$ cat src/prt_pkg.sv
`timescale 1ns / 1ps
// ----------------------------------------------------------------------------
// prt_pkg
// Shared codes, state encoding and controller/datapath interface structs for
// the price trigger table.
// ----------------------------------------------------------------------------
package prt_pkg;

  localparam logic [1:0] OP_ARM    = 2'd0;
  localparam logic [1:0] OP_DISARM = 2'd1;
  localparam logic [1:0] OP_TICK   = 2'd2;

  localparam logic [1:0] KIND_ARM_ACK    = 2'd0;
  localparam logic [1:0] KIND_DISARM_ACK = 2'd1;
  localparam logic [1:0] KIND_FIRED      = 2'd2;

  localparam logic [1:0] STATUS_OK        = 2'd0;
  localparam logic [1:0] STATUS_FULL      = 2'd1;
  localparam logic [1:0] STATUS_NOT_FOUND = 2'd2;

  localparam logic REG_SINK_ATTACHED = 1'b0;

  typedef enum logic [1:0] {
    S_IDLE,
    S_ARM,
    S_DSCAN,
    S_TSCAN
  } state_t;

  typedef enum logic [2:0] {
    SEL_ARM_ACK,
    SEL_ARM_FULL,
    SEL_DIS_OK,
    SEL_DIS_NOT_FOUND,
    SEL_FIRE_MID,
    SEL_FIRE_LAST
  } out_sel_t;

  typedef struct packed {
    logic     req_load;
    logic     idx_clear;
    logic     idx_inc;
    logic     arm_write;
    logic     remove;
    logic     mark_fired;
    logic     pend_load;
    logic     pend_clear;
    logic     out_load;
    out_sel_t out_sel;
  } cmd_t;

  typedef struct packed {
    logic count_zero;
    logic full;
    logic scan_end;
    logic id_match;
    logic hit;
    logic pend_valid;
    logic out_free;
  } stat_t;

endpackage

$ cat src/prt_ctrl.sv
`timescale 1ns / 1ps
// ----------------------------------------------------------------------------
// prt_ctrl
// Sequencer for arm, disarm and tick requests of the price trigger table.
// ----------------------------------------------------------------------------
module prt_ctrl (
  input  logic           clk,
  input  logic           rst,
  input  logic           in_valid,
  input  logic [1:0]     in_op,
  input  logic           sink,
  input  prt_pkg::stat_t stat,
  output logic           in_ready,
  output prt_pkg::cmd_t  cmd
);

  prt_pkg::state_t state;
  prt_pkg::state_t state_next;

  always_ff @(posedge clk) begin
    if (rst) begin
      state <= prt_pkg::S_IDLE;
    end else begin
      state <= state_next;
    end
  end

  always_comb begin
    state_next = state;
    case (state)
      prt_pkg::S_IDLE: begin
        if (in_valid) begin
          case (in_op)
            prt_pkg::OP_ARM:    state_next = prt_pkg::S_ARM;
            prt_pkg::OP_DISARM: state_next = prt_pkg::S_DSCAN;
            prt_pkg::OP_TICK: begin
              if (sink && !stat.count_zero) begin
                state_next = prt_pkg::S_TSCAN;
              end
            end
            default: state_next = prt_pkg::S_IDLE;
          endcase
        end
      end
      prt_pkg::S_ARM: begin
        if (stat.out_free) begin
          state_next = prt_pkg::S_IDLE;
        end
      end
      prt_pkg::S_DSCAN: begin
        if ((stat.scan_end || stat.id_match) && stat.out_free) begin
          state_next = prt_pkg::S_IDLE;
        end
      end
      prt_pkg::S_TSCAN: begin
        if (stat.scan_end && (!stat.pend_valid || stat.out_free)) begin
          state_next = prt_pkg::S_IDLE;
        end
      end
      default: state_next = prt_pkg::S_IDLE;
    endcase
  end

  always_comb begin
    in_ready = 1'b0;
    cmd      = '0;
    cmd.out_sel = prt_pkg::SEL_ARM_ACK;
    case (state)
      prt_pkg::S_IDLE: begin
        in_ready       = 1'b1;
        cmd.req_load   = in_valid;
        cmd.idx_clear  = 1'b1;
        cmd.pend_clear = 1'b1;
      end
      prt_pkg::S_ARM: begin
        if (stat.out_free) begin
          cmd.out_load  = 1'b1;
          cmd.arm_write = !stat.full;
          cmd.out_sel   = stat.full ? prt_pkg::SEL_ARM_FULL : prt_pkg::SEL_ARM_ACK;
        end
      end
      prt_pkg::S_DSCAN: begin
        if (stat.scan_end) begin
          cmd.out_load = stat.out_free;
          cmd.out_sel  = prt_pkg::SEL_DIS_NOT_FOUND;
        end else if (stat.id_match) begin
          cmd.out_load = stat.out_free;
          cmd.remove   = stat.out_free;
          cmd.out_sel  = prt_pkg::SEL_DIS_OK;
        end else begin
          cmd.idx_inc = 1'b1;
        end
      end
      prt_pkg::S_TSCAN: begin
        if (stat.scan_end) begin
          if (stat.pend_valid && stat.out_free) begin
            cmd.out_load   = 1'b1;
            cmd.pend_clear = 1'b1;
            cmd.out_sel    = prt_pkg::SEL_FIRE_LAST;
          end
        end else if (stat.hit) begin
          if (!stat.pend_valid || stat.out_free) begin
            cmd.mark_fired = 1'b1;
            cmd.pend_load  = 1'b1;
            cmd.idx_inc    = 1'b1;
            cmd.out_load   = stat.pend_valid;
            cmd.out_sel    = prt_pkg::SEL_FIRE_MID;
          end
        end else begin
          cmd.idx_inc = 1'b1;
        end
      end
      default: begin
        in_ready = 1'b0;
      end
    endcase
  end

endmodule

$ cat src/prt_datapath.sv
`timescale 1ns / 1ps
// ----------------------------------------------------------------------------
// prt_datapath
// Trigger slots, id counter, scan pointer, pending fire and result register.
// ----------------------------------------------------------------------------
module prt_datapath #(
  parameter int TABLE_DEPTH = 16,
  parameter int PRICE_WIDTH = 40,
  localparam int IW = (TABLE_DEPTH > 1) ? $clog2(TABLE_DEPTH) : 1,
  localparam int CW = $clog2(TABLE_DEPTH + 1)
) (
  input  logic                   clk,
  input  logic                   rst,
  input  prt_pkg::cmd_t          cmd,
  output prt_pkg::stat_t         stat,
  input  logic [31:0]            in_key,
  input  logic                   in_side,
  input  logic [PRICE_WIDTH-1:0] in_price,
  input  logic [31:0]            in_tid,
  input  logic [PRICE_WIDTH-1:0] in_bid,
  input  logic [PRICE_WIDTH-1:0] in_ask,
  input  logic                   out_ready,
  output logic                   out_valid,
  output logic [1:0]             out_kind,
  output logic [1:0]             out_status,
  output logic [31:0]            out_id,
  output logic [CW-1:0]          out_count,
  output logic                   out_side,
  output logic [PRICE_WIDTH-1:0] out_price,
  output logic [31:0]            out_key,
  output logic                   out_last
);

  logic [31:0]            req_key;
  logic                   req_side;
  logic [PRICE_WIDTH-1:0] req_price;
  logic [31:0]            req_tid;
  logic [PRICE_WIDTH-1:0] req_bid;
  logic [PRICE_WIDTH-1:0] req_ask;

  logic [31:0]            slot_id    [TABLE_DEPTH];
  logic [31:0]            slot_key   [TABLE_DEPTH];
  logic                   slot_side  [TABLE_DEPTH];
  logic [PRICE_WIDTH-1:0] slot_price [TABLE_DEPTH];
  logic                   slot_fired [TABLE_DEPTH];

  logic [CW-1:0]          held_count;
  logic [CW-1:0]          idx;
  logic [31:0]            next_id;

  logic                   pend_valid;
  logic [31:0]            pend_id;
  logic [31:0]            pend_key;
  logic                   pend_side;
  logic [PRICE_WIDTH-1:0] pend_price;

  logic [IW-1:0]          ridx;
  logic                   price_hit;

  assign ridx = idx[IW-1:0];

  always_comb begin
    if (slot_side[ridx] == 1'b0) begin
      price_hit = (req_ask != '0) && (req_ask <= slot_price[ridx]);
    end else begin
      price_hit = (req_bid != '0) && (req_bid >= slot_price[ridx]);
    end
  end

  assign stat.count_zero = (held_count == '0);
  assign stat.full       = (held_count == CW'(TABLE_DEPTH));
  assign stat.scan_end   = (idx == held_count);
  assign stat.id_match   = (slot_id[ridx] == req_tid);
  assign stat.hit        = !slot_fired[ridx] && (slot_key[ridx] == req_key) && price_hit;
  assign stat.pend_valid = pend_valid;
  assign stat.out_free   = !out_valid || out_ready;

  always_ff @(posedge clk) begin
    if (cmd.req_load) begin
      req_key   <= in_key;
      req_side  <= in_side;
      req_price <= in_price;
      req_tid   <= in_tid;
      req_bid   <= in_bid;
      req_ask   <= in_ask;
    end
  end

  always_ff @(posedge clk) begin
    for (int j = 0; j < TABLE_DEPTH; j++) begin
      if (cmd.arm_write && (held_count == CW'(j))) begin
        slot_id[j]    <= next_id;
        slot_key[j]   <= req_key;
        slot_side[j]  <= req_side;
        slot_price[j] <= req_price;
        slot_fired[j] <= 1'b0;
      end else if (cmd.remove && (CW'(j) >= idx) && (j < TABLE_DEPTH - 1)) begin
        slot_id[j]    <= slot_id[(j + 1) % TABLE_DEPTH];
        slot_key[j]   <= slot_key[(j + 1) % TABLE_DEPTH];
        slot_side[j]  <= slot_side[(j + 1) % TABLE_DEPTH];
        slot_price[j] <= slot_price[(j + 1) % TABLE_DEPTH];
        slot_fired[j] <= slot_fired[(j + 1) % TABLE_DEPTH];
      end else if (cmd.mark_fired && (idx == CW'(j))) begin
        slot_fired[j] <= 1'b1;
      end
    end
  end

  always_ff @(posedge clk) begin
    if (rst) begin
      held_count <= '0;
      next_id    <= 32'd1;
      idx        <= '0;
      pend_valid <= 1'b0;
    end else begin
      if (cmd.arm_write) begin
        held_count <= held_count + CW'(1);
        next_id    <= next_id + 32'd1;
      end else if (cmd.remove) begin
        held_count <= held_count - CW'(1);
      end
      if (cmd.idx_clear) begin
        idx <= '0;
      end else if (cmd.idx_inc) begin
        idx <= idx + CW'(1);
      end
      if (cmd.pend_load) begin
        pend_valid <= 1'b1;
      end else if (cmd.pend_clear) begin
        pend_valid <= 1'b0;
      end
    end
  end

  always_ff @(posedge clk) begin
    if (cmd.pend_load) begin
      pend_id    <= slot_id[ridx];
      pend_key   <= slot_key[ridx];
      pend_side  <= slot_side[ridx];
      pend_price <= slot_price[ridx];
    end
  end

  always_ff @(posedge clk) begin
    if (rst) begin
      out_valid <= 1'b0;
    end else if (cmd.out_load) begin
      out_valid <= 1'b1;
    end else if (out_ready) begin
      out_valid <= 1'b0;
    end
  end

  always_ff @(posedge clk) begin
    if (cmd.out_load) begin
      out_status <= prt_pkg::STATUS_OK;
      out_count  <= held_count;
      out_side   <= 1'b0;
      out_price  <= '0;
      out_key    <= '0;
      out_last   <= 1'b1;
      case (cmd.out_sel)
        prt_pkg::SEL_ARM_ACK: begin
          out_kind  <= prt_pkg::KIND_ARM_ACK;
          out_id    <= next_id;
          out_count <= held_count + CW'(1);
        end
        prt_pkg::SEL_ARM_FULL: begin
          out_kind   <= prt_pkg::KIND_ARM_ACK;
          out_status <= prt_pkg::STATUS_FULL;
          out_id     <= '0;
        end
        prt_pkg::SEL_DIS_OK: begin
          out_kind  <= prt_pkg::KIND_DISARM_ACK;
          out_id    <= req_tid;
          out_count <= held_count - CW'(1);
        end
        prt_pkg::SEL_DIS_NOT_FOUND: begin
          out_kind   <= prt_pkg::KIND_DISARM_ACK;
          out_status <= prt_pkg::STATUS_NOT_FOUND;
          out_id     <= req_tid;
        end
        prt_pkg::SEL_FIRE_MID, prt_pkg::SEL_FIRE_LAST: begin
          out_kind  <= prt_pkg::KIND_FIRED;
          out_id    <= pend_id;
          out_side  <= pend_side;
          out_price <= pend_price;
          out_key   <= pend_key;
          out_last  <= (cmd.out_sel == prt_pkg::SEL_FIRE_LAST);
        end
        default: begin
          out_kind <= prt_pkg::KIND_ARM_ACK;
          out_id   <= '0;
        end
      endcase
    end
  end

endmodule

$ cat src/price_trigger_table.sv
`timescale 1ns / 1ps
// ----------------------------------------------------------------------------
// price_trigger_table
// Top level: stream ports, APB configuration register, controller and
// datapath of the price trigger table.
// ----------------------------------------------------------------------------
// A disarm request scans the table until the target id matches or the scan
// ends. A tick request scans the table when a sink is attached and entries
// are held, and otherwise finishes without a scan. The controller's scan
// examines one table entry per cycle while no fire waits on a stalled result
// output. One fire is held back during a tick so that the final fire can
// carry tlast, and each request is taken only after the previous one has
// finished, while its last result may still wait in the output register.
module price_trigger_table #(
  parameter int TABLE_DEPTH = 16,
  parameter int PRICE_WIDTH = 40,
  localparam int CW    = $clog2(TABLE_DEPTH + 1),
  localparam int IN_W  = ((65 + 3 * PRICE_WIDTH) + 7) / 8 * 8,
  localparam int OUT_W = ((67 + CW + PRICE_WIDTH) + 7) / 8 * 8
) (
  input  logic             clk,
  input  logic             rst,
  input  logic             psel,
  input  logic             penable,
  input  logic             pwrite,
  input  logic [2:0]       paddr,
  input  logic [31:0]      pwdata,
  output logic [31:0]      prdata,
  output logic             pready,
  input  logic             s_axis_tvalid,
  output logic             s_axis_tready,
  // instrument_key, trigger_side, trigger_price, target_id, bid_price, ask_price
  input  logic [IN_W-1:0]  s_axis_tdata,
  // operation
  input  logic [1:0]       s_axis_tuser,
  output logic             m_axis_tvalid,
  input  logic             m_axis_tready,
  // status, entry_id, entry_count, fired_side, fired_price, fired_key
  output logic [OUT_W-1:0] m_axis_tdata,
  // result_kind
  output logic [1:0]       m_axis_tuser,
  output logic             m_axis_tlast
);

  localparam int SIDE_LSB  = 32;
  localparam int PRICE_LSB = 33;
  localparam int TID_LSB   = PRICE_LSB + PRICE_WIDTH;
  localparam int BID_LSB   = TID_LSB + 32;
  localparam int ASK_LSB   = BID_LSB + PRICE_WIDTH;

  prt_pkg::cmd_t  cmd;
  prt_pkg::stat_t stat;

  logic                   sink_attached;
  logic [1:0]             out_status;
  logic [31:0]            out_id;
  logic [CW-1:0]          out_count;
  logic                   out_side;
  logic [PRICE_WIDTH-1:0] out_price;
  logic [31:0]            out_key;

  assign pready = 1'b1;

  always_ff @(posedge clk) begin
    if (rst) begin
      sink_attached <= 1'b0;
    end else if (psel && penable && pwrite && pready &&
                 (paddr[2] == prt_pkg::REG_SINK_ATTACHED)) begin
      sink_attached <= pwdata[0];
    end
  end

  assign prdata = (paddr[2] == prt_pkg::REG_SINK_ATTACHED) ? {31'd0, sink_attached} : 32'd0;

  prt_ctrl u_ctrl (
    .clk      (clk),
    .rst      (rst),
    .in_valid (s_axis_tvalid),
    .in_op    (s_axis_tuser),
    .sink     (sink_attached),
    .stat     (stat),
    .in_ready (s_axis_tready),
    .cmd      (cmd)
  );

  prt_datapath #(
    .TABLE_DEPTH (TABLE_DEPTH),
    .PRICE_WIDTH (PRICE_WIDTH)
  ) u_datapath (
    .clk        (clk),
    .rst        (rst),
    .cmd        (cmd),
    .stat       (stat),
    .in_key     (s_axis_tdata[31:0]),
    .in_side    (s_axis_tdata[SIDE_LSB]),
    .in_price   (s_axis_tdata[PRICE_LSB +: PRICE_WIDTH]),
    .in_tid     (s_axis_tdata[TID_LSB +: 32]),
    .in_bid     (s_axis_tdata[BID_LSB +: PRICE_WIDTH]),
    .in_ask     (s_axis_tdata[ASK_LSB +: PRICE_WIDTH]),
    .out_ready  (m_axis_tready),
    .out_valid  (m_axis_tvalid),
    .out_kind   (m_axis_tuser),
    .out_status (out_status),
    .out_id     (out_id),
    .out_count  (out_count),
    .out_side   (out_side),
    .out_price  (out_price),
    .out_key    (out_key),
    .out_last   (m_axis_tlast)
  );

  assign m_axis_tdata = OUT_W'({out_key, out_price, out_side, out_count, out_id, out_status});

endmodule
$ cat config.mk
export PLATFORM = sky130hd
export DESIGN_NAME = price_trigger_table
export DESIGN_NICKNAME = d
export VERILOG_FILES = /design/src/prt_pkg.sv /design/src/prt_ctrl.sv /design/src/prt_datapath.sv /design/src/price_trigger_table.sv
export SDC_FILE = /design/constraint.sdc
export NUM_CORES = 2
export LEC_CHECK = 0
export BUFFER_PORTS_ARGS = -buffer_cell sky130_fd_sc_hd__buf_2
export CORE_AREA = 2 2 488 490
export DETAILED_ROUTE_END_ITERATION = 10
export DIE_AREA = 0 0 490 492
export GPL_TIMING_DRIVEN = 0
export PLACE_DENSITY = 0.74
export SLEW_MARGIN = 5
export SYNTH_ARGS = -nofsm -noshare
export SYNTH_HDL_FRONTEND = slang
export SYNTH_SLANG_ARGS = --single-unit
$ cat constraint.sdc
create_clock -name clk -period 12.5 [get_ports clk]
set_clock_uncertainty 0.1 [all_clocks]
set_input_delay 0.625 -clock clk [delete_from_list [all_inputs] [get_ports clk]]
set_output_delay 0.625 -clock clk [all_outputs]
set_load 0.05 [all_outputs]
==> run summary <==
core area: 0.236 mm^2
crit path buf inv count: 13
root buffer cell: clkbuf_16
initial antenna violation count: 17
Slew @ Worst Pin: 1600 ps
Initial Utilization: 44.6%
crit share post-route: 99.0%
Peak Freq: 0.0808 GHz
crit end category: register
IO Count: 386
row cnt: 179
setup repair bufs after CTS: 0
Yosys top cell area share: 59.8%
Clock Sinks: 2,152
post-synth top area cell: edfxtp_1
CTS tree: built
delay-heaviest family, CP: buffers and inverters
Area growth, synth to finish: 16.3%
worst vdd ir: 127 uV
total number of yosys warnings: 0
Max stage delay on crit path: 1050 ps
Clk pin slew, worst setup/hold paths: 60 ps
Leak: 41.5 nW
largest family of logic cells by synthesized area: multiplexers
Critical R2R Capture: u_datapath.out_side
post-synthesis sequential area ratio: 60.8%
Simple-Gate Fraction of Synth Area: 3.22%
drt wl/cell: 36.5 um
Die Height: 492 um
relative slew slack: -6.49%
PwrDens: 133 mW/mm^2
Netlist Area Pre-Place: 0.105 mm^2
H-tree depth: 4
die extent in x: 490 um
nets: 7,449
status: finished, violations left
Synth async-reset ratio: 0%
FF-to-FF setup slack: 130 ps
critical path launch point type: register
HPWL after detailed placement: 259 mm
failing checks: max-capacitance violations, max-slew violations
hold_sp: penable
cell count after synthesis: 6,278
post-synthesis xor/xnor area fraction: 1.10%
most frequent cells in the layout: 2,101 x edfxtp_1, 1,438 x mux2_2, 472 x buf_2
CP max FO: 11
DR vias: 68,511
Max Slew Vio Count: 44
CP Class: register to register
Longest Clk Path Bufs: 3
final hold slack: 55.5 ps
Worst path slowest cell: clkbuf_1
Port Buffer Count: 312
layout cells sized above 1: 41.2%
post-synthesis mux area share: 28.2%
Max-Cap Viols: 4
Total Neg Setup Slack: 0 ps
Avg Synthesized Cell Area: 16.8 um^2
top cells by area, synth: edfxtp_1 60%, mux2_2 15%, mux4_2 8.3%
drt total wl: 383 mm
final hold violation count: 0
EDFF count, synth: 2,101
Clk Latency, worst-skew pair: 920 ps
Critical Path RT: 13,140 ps
crit path time final: 12,370 ps
RSZ-0062 raised after global routing: false
post-CTS sizing: 0
antenna violation net count after detailed routing: 0
post-synthesis compound-gate area fraction: 2.68%
Hold Path Cell Cnt: 4
worst path arrival time: 13,010 ps
Final setup viols: 0
drt first pass iters: 6
Vias/cell: 6.53
die area: 0.241 mm^2
Worst Reg-to-Reg Cells: 26
DRT iter0 DRCs: 11,035
first-pass GRT wire length: 524 mm
TritonCTS Buffers: 220
Post-Synth Adder-Cell Area: 1.15%
Hold EP: sink_attached
grt ovf: 0
most common cell after layout, fill and taps aside: edfxtp_1
Global Route Usage Sum: 30.9%
routability cong.: 0.986
Netlist cell types: 87
pin count of the biggest net entering global routing: 75
top_reg_cell synth: edfxtp_1
#FFs+latches synth: 2,152
Hold Crit Class: input port to register
drt drc: 0
vias in the first global route: 67,602
[worst reg2reg max path: cells and delay by family (launching register included)]
| family | cells | cell delay [ps] |
|---|---|---|
| buf+inv | 13 | 7170 |
| mux | 2 | 1070 |
| simple gates | 8 | 2680 |
| compound gates | 2 | 560 |
| flops | 1 | 320 |
| fa+ha+maj | 1 | 300 |
[sequential cells by signal, indices dropped and copies added (netlist names), 40 cells and up, named ones only]
name and flops:
u_datapath.pend_price 40, u_datapath.slot_key 512, u_datapath.req_price 40, u_datapath.out_price 40, u_datapath.req_bid 40, u_datapath.req_ask 40
u_datapath.slot_price 640, u_datapath.slot_id 512
[where the power goes]
part | switching, W | internal [W] | total (W)
logic | 0.000732 | 0.000540 | 0.00127
registers | 0.000128 | 0.00810 | 0.00823
clock network | 0.00300 | 0.00386 | 0.00686
[per-layer routing]
layer	wire length [um]	global-route usage [%]	vias up	part of all wire (%)
li1	-	-	26624	-
met1	135000	39.2	34836	35
met2	168000	46.5	5794	44
met3	52300	9.54	1249	14
met4	27800	18.9	8	7.3
met5	52	0	-	0.014
[logic make-up (layout without fill, tap and decap cells)]
family	after synthesis	in the layout
AO/OA/AOI/OAI	401	401
XOR/XNOR	132	132
flip-flops	2152	2152
AND/OR/NAND/NOR	634	634
other	2	49
adder cells (fa/ha/maj)	97	97
multiplexers	2227	2227
buffers and inverters	633	1632
[Yosys cell counts (6+ instances only)]
master and instances:
mux2_4 145, edfxtp_1 2101, nand4_1 37, or2_2 7, or3_1 12, nand3_1 66
a211oi_1 21, mux2_2 1438, nor3_1 27, inv_1 71, mux2_1 46, a31oi_1 11
buf_1 81, a221o_1 34, a21o_1 17, nor2b_1 27, xnor2_1 67, clkbuf_1 245
a22oi_1 58, a221oi_1 10, nor2_1 89, o211ai_1 6, buf_2 150, o221ai_1 9
o21bai_1 6, xor2_1 65, and3_1 91, a22o_1 16, dfxtp_1 51, buf_6 32
and2_1 45, mux2i_1 207, a21boi_0 7, o21ai_0 60, mux4_2 391, a21oi_1 77
o22ai_1 17, buf_4 50, ha_1 97, nor4_1 30, nand2_1 146, nand2b_1 22
[through the flow]
step	area, um^2	setup slack, ps	utilization, %	total power [W]	std cells
after floorplan	106000	439	-	0.00914	6308
after global placement	111000	-14530	47.0	0.00956	9787
after detailed placement	113000	442	48.0	0.00957	9875
after CTS	123000	332	51.9	0.0163	10474
after global routing	123000	228	51.9	0.0167	10477
final	123000	128	51.9	0.0164	10491
[final cells by class]
cell class	instances	area [um^2]
multi-input cells	3523	38700
inverters	74	278
clock inverters	128	1380
plain buffers	559	2760
flip-flops and latches	2152	64100
well taps	3167	3960
repair buffers	586	5560
clock buffers	285	5930
fillers	18905	114000
diodes	17	42.5
[worst max-delay path by stage]
stage	startpoint	endpoint	slack, ps	cells after the start
3_5_place_dp	register	u_datapath.out_id[23]	440	24
4_1_cts	register	u_datapath.out_id[23]	330	24
6_report	register	u_datapath.out_side	130	26
2_1_floorplan	register	u_datapath.out_count[0]	440	23
3_3_place_gp	register	u_datapath.slot_fired[1]	-14530	14
5_1_grt	register	u_datapath.out_count[4]	230	27
[timing repair]
action / CTS / global route
endpoints found under the setup margin: 0 / 0
hold endpoints to repair: 186 / 0
hold buffers: 186 / 0
Power figures use the tool's default switching activity.
